## src/hw/rtl/pol_pkg.sv

```systemverilog
// Shared constants, types and codes for the positional ordered list.
package pol_pkg;

	localparam int CAPACITY = 16;
	localparam int CNT_W    = $clog2(CAPACITY + 1);
	localparam int IDX_W    = $clog2(CAPACITY);
	localparam int POS_W    = 5;
	localparam int CMP_W    = (CNT_W > POS_W) ? CNT_W : POS_W;
	localparam int WORD_W   = 32;
	localparam int CMD_W    = 3;
	localparam int ST_W     = 2;

	typedef logic signed [WORD_W-1:0] word_t;

	localparam word_t NO_VALUE = -32'sd9999;

	localparam logic [CMD_W-1:0] CMD_INS_HEAD = 3'd0;
	localparam logic [CMD_W-1:0] CMD_INS_TAIL = 3'd1;
	localparam logic [CMD_W-1:0] CMD_INS_POS  = 3'd2;
	localparam logic [CMD_W-1:0] CMD_REM_HEAD = 3'd3;
	localparam logic [CMD_W-1:0] CMD_REM_TAIL = 3'd4;
	localparam logic [CMD_W-1:0] CMD_REM_POS  = 3'd5;

	localparam logic [ST_W-1:0] ST_OK     = 2'd0;
	localparam logic [ST_W-1:0] ST_EMPTY  = 2'd1;
	localparam logic [ST_W-1:0] ST_BADPOS = 2'd2;
	localparam logic [ST_W-1:0] ST_FULL   = 2'd3;

	// broadcast to every cell of the chain
	typedef struct packed {
		logic             ins_en;
		logic             rem_en;
		logic [CMP_W-1:0] at;
		logic [CMP_W-1:0] cnt;
	} ctl_t;

endpackage

```

## src/hw/rtl/pol_cell.sv

```systemverilog
// One list slot: holds, loads the new word, or shifts from a neighbor.
module pol_cell (
	input  logic                     clk,
	input  logic [pol_pkg::CMP_W-1:0] idx,
	input  pol_pkg::ctl_t            ctl,
	input  pol_pkg::word_t           ins_value,
	input  pol_pkg::word_t           left_data,
	input  pol_pkg::word_t           right_data,
	output pol_pkg::word_t           data
);

	pol_pkg::word_t data_q;
	logic [pol_pkg::CMP_W:0] idx_nxt;

	assign idx_nxt = {1'b0, idx} + {{pol_pkg::CMP_W{1'b0}}, 1'b1};

	always_ff @(posedge clk) begin
		if (ctl.ins_en) begin
			if (idx == ctl.at) begin
				data_q <= ins_value;
			end else if (idx > ctl.at && idx <= ctl.cnt) begin
				data_q <= left_data;
			end
		end else if (ctl.rem_en) begin
			// close the gap: slots from the removed one up to the old tail-1
			if (idx >= ctl.at && idx_nxt < {1'b0, ctl.cnt}) begin
				data_q <= right_data;
			end
		end
	end

	assign data = data_q;

endmodule

```

## src/hw/rtl/positional_ordered_list.sv

```systemverilog
// Top level of the positional ordered list: command decode, cell chain, result register.
//
//  channel | dir | tdata fields (low bit up)                      | width
//  s_*     | in  | command[2:0], value[34:3], position[39:35]      | 40
//  m_*     | out | status[1:0], removed_value[33:2],
//          |     | entry_count[38:34], zero pad[39]                | 40
//
// Each command completes at its accept edge: all cells shift or hold in parallel
// and the result lands in the output register, so one item per
// cycle is sustained while m_tready stays high.
// Reset (arst_n low) empties the list and drops any pending result; entry
// words are not cleared, only slots below the count are ever read.
// A stalled result holds the input side until it is taken, but the next item
// is accepted in the same cycle the pending one leaves.
module positional_ordered_list (
	input  logic        clk,
	input  logic        arst_n,
	input  logic        s_tvalid,
	output logic        s_tready,
	input  logic [39:0] s_tdata,  // command[2:0], value[34:3], position[39:35]
	output logic        m_tvalid,
	input  logic        m_tready,
	output logic [39:0] m_tdata   // status[1:0], removed_value[33:2], entry_count[38:34], pad
);

	// input fields
	logic [pol_pkg::CMD_W-1:0] command;
	pol_pkg::word_t            value;
	logic [pol_pkg::POS_W-1:0] position;

	assign command  = s_tdata[2:0];
	assign value    = s_tdata[34:3];
	assign position = s_tdata[39:35];

	logic [pol_pkg::CNT_W-1:0] count_q;
	logic [pol_pkg::CMP_W-1:0] cnt_c;
	logic [pol_pkg::CMP_W-1:0] pos_c;
	logic                      accept;

	logic                      m_tvalid_q;
	logic [39:0]               m_tdata_q;

	assign s_tready = !m_tvalid_q || m_tready;
	assign accept   = s_tvalid && s_tready;
	assign cnt_c    = pol_pkg::CMP_W'(count_q);
	assign pos_c    = pol_pkg::CMP_W'(position);

	// decode
	logic                      is_ins;
	logic                      is_rem;
	logic [pol_pkg::CMP_W-1:0] at;
	logic [pol_pkg::ST_W-1:0]  status;
	logic                      ins_ok;
	logic                      rem_ok;

	always_comb begin
		is_ins = 1'b0;
		is_rem = 1'b0;
		at     = '0;
		status = pol_pkg::ST_OK;
		case (command)
			pol_pkg::CMD_INS_HEAD: begin
				is_ins = 1'b1;
				at     = '0;
			end
			pol_pkg::CMD_INS_TAIL: begin
				is_ins = 1'b1;
				at     = cnt_c;
			end
			pol_pkg::CMD_INS_POS: begin
				is_ins = 1'b1;
				at     = pos_c;
			end
			pol_pkg::CMD_REM_HEAD: begin
				is_rem = 1'b1;
				at     = '0;
			end
			pol_pkg::CMD_REM_TAIL: begin
				is_rem = 1'b1;
				at     = cnt_c - {{(pol_pkg::CMP_W-1){1'b0}}, 1'b1};
			end
			pol_pkg::CMD_REM_POS: begin
				is_rem = 1'b1;
				at     = pos_c;
			end
			default: begin
				// unused codes: no change
			end
		endcase

		if (is_ins) begin
			if (at > cnt_c) begin
				status = pol_pkg::ST_BADPOS;
			end else if (cnt_c >= pol_pkg::CMP_W'(pol_pkg::CAPACITY)) begin
				status = pol_pkg::ST_FULL;
			end
		end else if (is_rem) begin
			// positional removal reports bad position even on an empty list
			if (command != pol_pkg::CMD_REM_POS && count_q == '0) begin
				status = pol_pkg::ST_EMPTY;
			end else if (at >= cnt_c) begin
				status = pol_pkg::ST_BADPOS;
			end
		end
	end

	assign ins_ok = accept && is_ins && status == pol_pkg::ST_OK;
	assign rem_ok = accept && is_rem && status == pol_pkg::ST_OK;

	pol_pkg::ctl_t ctl;

	assign ctl.ins_en = ins_ok;
	assign ctl.rem_en = rem_ok;
	assign ctl.at     = at;
	assign ctl.cnt    = cnt_c;

	// chain of cells
	pol_pkg::word_t cell_data [pol_pkg::CAPACITY];

	for (genvar i = 0; i < pol_pkg::CAPACITY; i++) begin : g_cell
		pol_pkg::word_t left_w;
		pol_pkg::word_t right_w;

		if (i == 0) begin : g_head
			assign left_w = value;
		end else begin : g_mid_l
			assign left_w = cell_data[i-1];
		end

		if (i == pol_pkg::CAPACITY - 1) begin : g_tail
			assign right_w = '0;
		end else begin : g_mid_r
			assign right_w = cell_data[i+1];
		end

		pol_cell u_cell (
			.clk        (clk),
			.idx        (pol_pkg::CMP_W'(i)),
			.ctl        (ctl),
			.ins_value  (value),
			.left_data  (left_w),
			.right_data (right_w),
			.data       (cell_data[i])
		);
	end

	// removed word and next count
	pol_pkg::word_t            removed;
	logic [pol_pkg::CNT_W-1:0] count_nxt;

	always_comb begin
		removed   = pol_pkg::NO_VALUE;
		count_nxt = count_q;
		if (rem_ok) begin
			removed   = cell_data[at[pol_pkg::IDX_W-1:0]];
			count_nxt = count_q - {{(pol_pkg::CNT_W-1){1'b0}}, 1'b1};
		end else if (ins_ok) begin
			count_nxt = count_q + {{(pol_pkg::CNT_W-1){1'b0}}, 1'b1};
		end
	end

	always_ff @(posedge clk or negedge arst_n) begin
		if (!arst_n) begin
			count_q    <= '0;
			m_tvalid_q <= 1'b0;
		end else begin
			if (accept) begin
				count_q    <= count_nxt;
				m_tvalid_q <= 1'b1;
			end else if (m_tready) begin
				m_tvalid_q <= 1'b0;
			end
		end
	end

	always_ff @(posedge clk) begin
		if (accept) begin
			m_tdata_q <= {1'b0, 5'(count_nxt), removed, status};
		end
	end

	assign m_tvalid = m_tvalid_q;
	assign m_tdata  = m_tdata_q;

	// checks
	a_cnt_bound: assert property (@(posedge clk) disable iff (!arst_n)
		count_q <= pol_pkg::CNT_W'(pol_pkg::CAPACITY))
		else $error("count above capacity");

	a_result_after_accept: assert property (@(posedge clk) disable iff (!arst_n)
		accept |=> m_tvalid)
		else $error("accepted item produced no result");

	a_drain: assert property (@(posedge clk) disable iff (!arst_n)
		(m_tvalid && m_tready && !accept) |=> !m_tvalid)
		else $error("result repeated after being taken");

	a_ins_count: assert property (@(posedge clk) disable iff (!arst_n)
		ins_ok |=> count_q == $past(count_q) + {{(pol_pkg::CNT_W-1){1'b0}}, 1'b1})
		else $error("insert did not grow the count");

	a_full_status: assert property (@(posedge clk) disable iff (!arst_n)
		(accept && is_ins && status == pol_pkg::ST_FULL)
			|-> count_q == pol_pkg::CNT_W'(pol_pkg::CAPACITY))
		else $error("full reported below capacity");

endmodule
```

## config.mk

```make
export PLATFORM = sky130hd
export DESIGN_NAME = positional_ordered_list
export DESIGN_NICKNAME = d
export VERILOG_FILES = /design/src/hw/rtl/pol_pkg.sv /design/src/hw/rtl/pol_cell.sv /design/src/hw/rtl/positional_ordered_list.sv
export SDC_FILE = /design/constraint.sdc
export NUM_CORES = 1
export LEC_CHECK = 0
export BUFFER_PORTS_ARGS = -buffer_cell sky130_fd_sc_hd__buf_2
export CAP_MARGIN = 20
export CORE_MARGIN = 2
export CORE_UTILIZATION = 30
export CTS_BUF_LIST = sky130_fd_sc_hd__clkbuf_2 sky130_fd_sc_hd__clkbuf_4 sky130_fd_sc_hd__clkbuf_8
export CTS_CLUSTER_DIAMETER = 200
export DETAILED_ROUTE_END_ITERATION = 10
export PLACE_DENSITY = 0.48
export SETUP_SLACK_MARGIN = 0.05
export SYNTH_ARGS = -nofsm -noshare
export SYNTH_HDL_FRONTEND = slang
export SYNTH_SLANG_ARGS = --single-unit
```

## constraint.sdc

```tcl
create_clock -name clk -period 11.8 [get_ports clk]
set_clock_uncertainty 0.15 [all_clocks]
set_input_delay 0 -clock clk [delete_from_list [all_inputs] [get_ports clk]]
set_output_delay 0 -clock clk [all_outputs]
set_load 0.1 [all_outputs]
```

==> After elaboration in Yosys (flattened, before gate mapping) <==
Index checks and enable logic that the tools add are counted.
{ "word_totals": {"register_bits": 557, "input_bits": 44, "out_inout_bits": 42, "wordCells": 305} }
{ "op_classes": {"add_sub_neg": 2, "n_lt_le_gt_ge": 68, "eq_ne": 37, "muxes": 96, "bitwise": 1, "n_reduce_logical": 81} }
{ "ops": {"columns": ["cell", "n"], "rows": [
  ["$mux 32", 82],
  ["$bmux 32 s4", 1],
  ["$ne 3x1->1 const B", 16],
  ["$reduce_and 3->1", 16],
  ["$eq 4x5->1 const A", 8],
  ["$ge 4x5->1 const A", 8],
  ["$gt 4x5->1 const A", 8],
  ["$le 4x5->1 const A", 8],
  ["$lt 4x5->1 const A", 8],
  ["$logic_and 1x1->1", 38],
  ["$reduce_bool 2->1", 18],
  ["$eq 3x5->1 const A", 4],
  ["$ge 3x5->1 const A", 4],
  ["$gt 3x5->1 const A", 4],
  ["$le 3x5->1 const A", 4],
  ["$lt 3x5->1 const A", 4],
  ["$pmux 5 s3", 1],
  ["$mux 2", 6],
  ["$eq 2x5->1 const A", 2],
  ["$ge 1x5->1 const A", 2],
  ["$ge 2x5->1 const A", 2],
  ["$ge 5x5->1 const B", 2],
  ["$gt 1x5->1 const A", 2],
  ["$gt 2x5->1 const A", 2],
  ["other kinds (24)", 35]
]} }

==> Logic depth before layout (Yosys ltp) <==
{ "logic_depth": {"depth_word": 12, "depth_mapped": 21, "depth_no_buf": 14} }

==> Hierarchy <==
From an unflattened synthesis, not the netlist that was laid out.
{ "unflattened": {"cells_unflattened": 3759, "area_unflattened_um2": 40702.8} }
{ "by_module_without_submodules": {"columns": ["mod", "n_inst", "cells_per_inst", "area_each_um2", "seq_area_each_um2"], "rows": [
  ["pol_cell", 16, 194, 2129.5, 960.9],
  ["positional_ordered_list", 1, 655, 6630.1, 1321.3]
]} }

==> Worst setup path before layout <==
Ideal clock, no wire load.
{ "synth_timing": {"path_type": "register to register", "start": "register m_tvalid_q, in the netlist m_tvalid", "end": "register g_cell[0].u_cell.data_q[0], enable pin", "setup_ps": 501, "t_arrival_ps": 6806, "required_time_ps": 11149, "path_slack_ps": 4342, "stages_incl_launch_ff": 9, "n_path_buf": 2, "synth_period_minus_slack_ps": 7458, "path_cell_list": "dfrtp_1 nand2b_1 and2_1 and2_1 and3_1 clkbuf_1 clkbuf_1 a21oi_1 nor4_1"} }
{ "synth_via": {"elab_chain_len": 7, "elab_cells_between_ends": 11, "classes_between": "eq/ne: 1; reduce/logical: 10"} }
{ "synth_lines": {"columns": ["item", "line_no", "rtl"], "rows": [
  ["start, declared", "positional_ordered_list.sv:40", "logic m_tvalid_q;"],
  ["start signal, assigned", "positional_ordered_list.sv:165", "m_tvalid_q <= 1'b0;"],
  ["start signal, assigned", "positional_ordered_list.sv:169", "m_tvalid_q <= 1'b1;"],
  ["start signal, assigned", "positional_ordered_list.sv:171", "m_tvalid_q <= 1'b0;"],
  ["$logic_not 1->1 (*)", "positional_ordered_list.sv:43", "assign s_tready = !m_tvalid_q || m_tready;"],
  ["$logic_or 1x1->1 (*)", "positional_ordered_list.sv:43", null],
  ["net s_tready", "positional_ordered_list.sv:19", "output logic s_tready,"],
  ["$logic_and 1x1->1 (*)", "positional_ordered_list.sv:44", "assign accept = s_tvalid && s_tready;"],
  ["net accept", "positional_ordered_list.sv:38", "logic accept;"],
  ["$logic_and 1x1->1 (on tied branches) (2 in series)", "positional_ordered_list.sv:107, positional_ordered_list.sv:108", null],
  ["$ne 3x1->1 (no line) or $reduce_bool 2->1 (tied branches)", null, null],
  ["$reduce_and 3->1 (no line) (*)", null, null],
  ["end signal, assigned", "pol_cell.sv:20", "data_q <= ins_value;"],
  ["end signal, assigned", "pol_cell.sv:22", "data_q <= left_data;"],
  ["end signal, assigned", "pol_cell.sv:27", "data_q <= right_data;"],
  ["end, declared", "pol_cell.sv:12", "pol_pkg::word_t data_q;"]
]} }
The timed path passes the listed nets; every way through them passes the cells marked *.
A chain may end at the register's enable or synchronous reset.

==> Worst setup path in the final report <==
{ "layout_timing": {"start": "register count_q (netlist bit cnt_c[0])", "end": "register g_cell[14].u_cell.data_q[1], enable pin"} }
{ "layout_via": {"elab_chain_len": 11, "elab_cells_between_ends": 27, "classes_between": "add/sub: 1; order compare: 7; eq/ne: 2; mux: 7; reduce/logical: 10"} }
{ "layout_lines": {"columns": ["item", "line_no", "rtl"], "rows": [
  ["start, declared", "positional_ordered_list.sv:35", "logic [pol_pkg::CNT_W-1:0] count_q;"],
  ["start signal, assigned", "positional_ordered_list.sv:168", "count_q <= count_nxt;"],
  ["$sub 5x1->5", "positional_ordered_list.sv:80", "at = cnt_c - {{(pol_pkg::CMP_W-1){1'b0}}, 1'b1};"],
  ["$pmux 5 s3", "positional_ordered_list.sv:61", "case (command)"],
  ["$ge 5x5->1", "positional_ordered_list.sv:101", "end else if (at >= cnt_c) begin"],
  ["$mux 2", "positional_ordered_list.sv:101", null],
  ["$mux 2", "positional_ordered_list.sv:99", "if (command != pol_pkg::CMD_REM_POS && count_q == '0) begin"],
  ["$mux 2", "positional_ordered_list.sv:97", "end else if (is_rem) begin"],
  ["$mux 2", "positional_ordered_list.sv:91", "if (is_ins) begin"],
  ["$logic_not 2->1", "positional_ordered_list.sv:107, positional_ordered_list.sv:108", null],
  ["$logic_and 1x1->1 (on tied branches)", "positional_ordered_list.sv:107, positional_ordered_list.sv:108", null],
  ["$ne 3x1->1 (no line) or $reduce_bool 2->1 (tied branches)", null, null],
  ["$reduce_and 3->1 (no line) (*)", null, null],
  ["end signal, assigned", "pol_cell.sv:20", null],
  ["end signal, assigned", "pol_cell.sv:22", null],
  ["end signal, assigned", "pol_cell.sv:27", null],
  ["end, declared", "pol_cell.sv:12", null]
]} }
Every way passes the cells marked *; elsewhere a longest branch is shown, timed or not.

==> results_dict.tcl <==
set metrics [dict create \
    outcome "completed" \
    nets 3119 \
    syn_inst 3075 \
    fin_tns_setup_ns 0 \
    p_leak_uw 0.0163 \
    syn_avg_cell_area_sq_um 10.6 \
    globalplace.congestion 0.812 \
    fp.dieArea_sq_um 112000 \
    synth_edf_count 551 \
    relSlewSlack 0.164 \
    worst-slew-pin-transition_ns 1.25 \
    rows 121 \
    fin_crit_sh 0.611 \
    wl_per_cell_microns 23.9 \
    r2r_end "g_cell[14].u_cell.data[1]$_DFFE_PP_" \
    vias 24900 \
    topRoutingLayerUsed "met5" \
    die_w_microns 334 \
    first_pass_iters 5 \
    synth_ff_type "edfxtp_1" \
    cts.sinks 557 \
    numCtsBuffers 103 \
    synthArstFlopShare 0.0108 \
    rsz0062_at_grt "false" \
    hold_viol 0 \
    post-route-util 0.339 \
    numPortBuffers 84 \
    clkTransAtPathRegs_ns 0.08 \
    layout-drive-gt1-share 0.107 \
    fill_cells 11100 \
    ys_warn_count 0 \
    finalMaxSlewViolations 0 \
    power_density_nw_per_um2 173 \
    initial_core_util 0.301 \
    io_pins 86 \
    cts.repair.resized 0 \
    antenna_found_initial 12 \
    dp_hpwl_microns 59600 \
    clk_latency_ns 0.75 \
    grt_pass1_wl_microns 162000 \
    reg2regPathDepth 17 \
    grt_pass1_vias 24100 \
    hp-class "in2async" \
    drt-met1-wl_microns 54300 \
    end_kind "flip-flop" \
    core_area_sq_um 108000 \
    cap_violations 0 \
    cp.arrival_ns 7.43 \
    ys_seq_area_frac 0.511 \
    regToRegSetupSlack_ns 4.59 \
    htreeDepth 3 \
    drt-initial-drc-count 2225 \
    syn-cell-area_sq_um 32700 \
    gr-total-overflow 0 \
    vdd_drop_max_v 0.0000892 \
    setup_viol 0 \
    cts_setup_buffers 0 \
    postSynthNetCount 3129 \
    worstSetupStartpointType "flip-flop" \
    holdWs_ns 0.0666 \
    wl_met2_microns 46200 \
    ys_ff_latch 557 \
    die_y_microns 334 \
    route.met3.wl_microns 5940 \
    vias_per_cell 5.44 \
    p_total_uw 6370 \
    clock-root-buffer "clkbuf_8" \
    worstPathRequired_ns 12.02 \
    clock_path_buffers 3 \
    ant_nets 0 \
    path_class "reg2reg" \
    cts_tree "built" \
    drcViolationCount 0 \
    routed_wl_microns 109000 \
    max_freq_mhz 139 \
    place_area_sq_um 34300 \
    syn_to_final_growth_pct 12.4 \
    design_area_sq_um 36700 \
    grt_max_degree 278 \
    grtUsageTotal 0.192 \
    r2r-start "cnt_c[0]$_DFFE_PN0P_" \
    synth_cell_types 62 \
    finalCriticalPeriod_ns 7.21 \
    cp_max_fo 91 \
]
-- state kept, by name (all words and copies together) (netlist names) --
| register | count |
|---|---|
| m_tvalid | 1 |
| cnt_c | 5 |
| g_cell.u_cell.data | 512 |
| m_tdata | 39 |
-- through the flow --
step | worst slack [ns] | instances
detailed placement | 4.66 | 4333
global placement | 4.68 | 4333
floorplan | 4.34 | 3075
finish | 4.59 | 4567
CTS | 4.65 | 4566
global route | 4.13 | 4567
-- metal layers --
layer | up-vias | GRT usage
met5 | - | 0
met4 | 4 | 0.0530
met3 | 170 | 0.0256
met2 | 759 | 0.283
met1 | 12500 | 0.290
li1 | 11400 | -
-- worst max-delay path by stage --
stage,startpoint,endpoint,slack [ns],depth (start not counted)
2_1_floorplan,m_tvalid$_DFFE_PN0P_,g_cell[0].u_cell.data[0]$_DFFE_PP_,4.34,8
3_3_place_gp,cnt_c[0]$_DFFE_PN0P_,g_cell[14].u_cell.data[1]$_DFFE_PP_,4.68,17
3_5_place_dp,cnt_c[0]$_DFFE_PN0P_,g_cell[14].u_cell.data[1]$_DFFE_PP_,4.66,17
4_1_cts,cnt_c[0]$_DFFE_PN0P_,g_cell[14].u_cell.data[13]$_DFFE_PP_,4.65,17
5_1_grt,cnt_c[0]$_DFFE_PN0P_,g_cell[14].u_cell.data[13]$_DFFE_PP_,4.13,17
6_report,cnt_c[0]$_DFFE_PN0P_,g_cell[14].u_cell.data[1]$_DFFE_PP_,4.59,17
-- area by class of cell --
cell class | count | area, sq um | share of cell area
sequential | 557 | 16700 | 0.455
timing repair buffer | 165 | 1170 | 0.0318
clock buffer | 129 | 1620 | 0.0441
inverter | 11 | 51.3 | 0.00140
tap | 1414 | 1770 | 0.0482
clock inverter | 63 | 369 | 0.0101
multi-input combinational | 2227 | 15000 | 0.410
antenna | 1 | 2.50 | 0.0000681
-- worst max-delay path, cell delays in order (launching register included) --
cell and delay [ns]:
dfrtp_1 0.70, inv_1 0.19, ha_1 0.31, nand2_1 0.11, nor4_1 0.07, nor3_4 0.20, buf_4 0.58, inv_1 0.51
ha_1 0.44, and4_1 0.20, a32oi_1 0.19, o2111ai_1 0.29, nand2_4 0.68, buf_4 0.81, a311oi_1 0.10, o21ai_0 0.17
and3_2 0.58, buf_4 0.49
-- synth_stat cells, types with 6 or more instances --
library cell	count	area, sq um
a21oi_1	80	400
a31oi_1	9	56.3
and3_1	6	37.5
buf_1	18	67.6
buf_2	83	415
buf_4	7	52.6
clkbuf_1	172	646
dfrtp_1	6	150
edfxtp_1	551	16500
ha_1	10	125
inv_1	8	30.0
mux2i_1	736	7370
nand2_1	642	2410
nand3_1	70	350
nor2_1	17	63.8
nor3_1	10	50.1
o211ai_1	64	480
o21ai_0	346	1730
o21ai_1	81	405
o221ai_1	48	420
o22ai_1	32	200
xnor2_1	7	61.3
-- cell usage in the layout, fill, tap and decap left out, drive strengths merged, types with 7 or more instances in the layout --
cell and instances:
clkinv 55, a31oi 9, edfxtp 551, o211ai 65, o221ai 48, nand2 642, dlygate4sd3 41, buf 124
o21ai 427, inv 15, xnor2 7, clkbuf 129, o22ai 32, mux2i 736, nand3 71, a21oi 80
ha 10, nor2 18, nor3 15
-- power breakdown --
group | internal (uW) | leakage [uW] | switching, uW
registers | 2540 | 0.00507 | 185
clock network | 954 | 0.00106 | 920
logic | 552 | 0.0102 | 1220
total | 4050 | 0.0163 | 2320
-- kinds of logic after synthesis --
group	count (synthesis)	share of synthesized area
xor gates and xnor gates	8	0.00215
DFF	557	0.511
adders and majority gates	10	0.00383
buffers and inverters	291	0.0374
muxes	739	0.227
and+or+nand+nor	780	0.0976
other	1	0.000115
AOI/OAI and AO/OA	689	0.121
-- repair_timing --
action / CTS / global route
hold endpoints to repair: 560 / 0
setup endpoints to repair: 0 / 0
hold buffers: 41 / 0
Note: power is estimated with default switching activity, not from simulation.
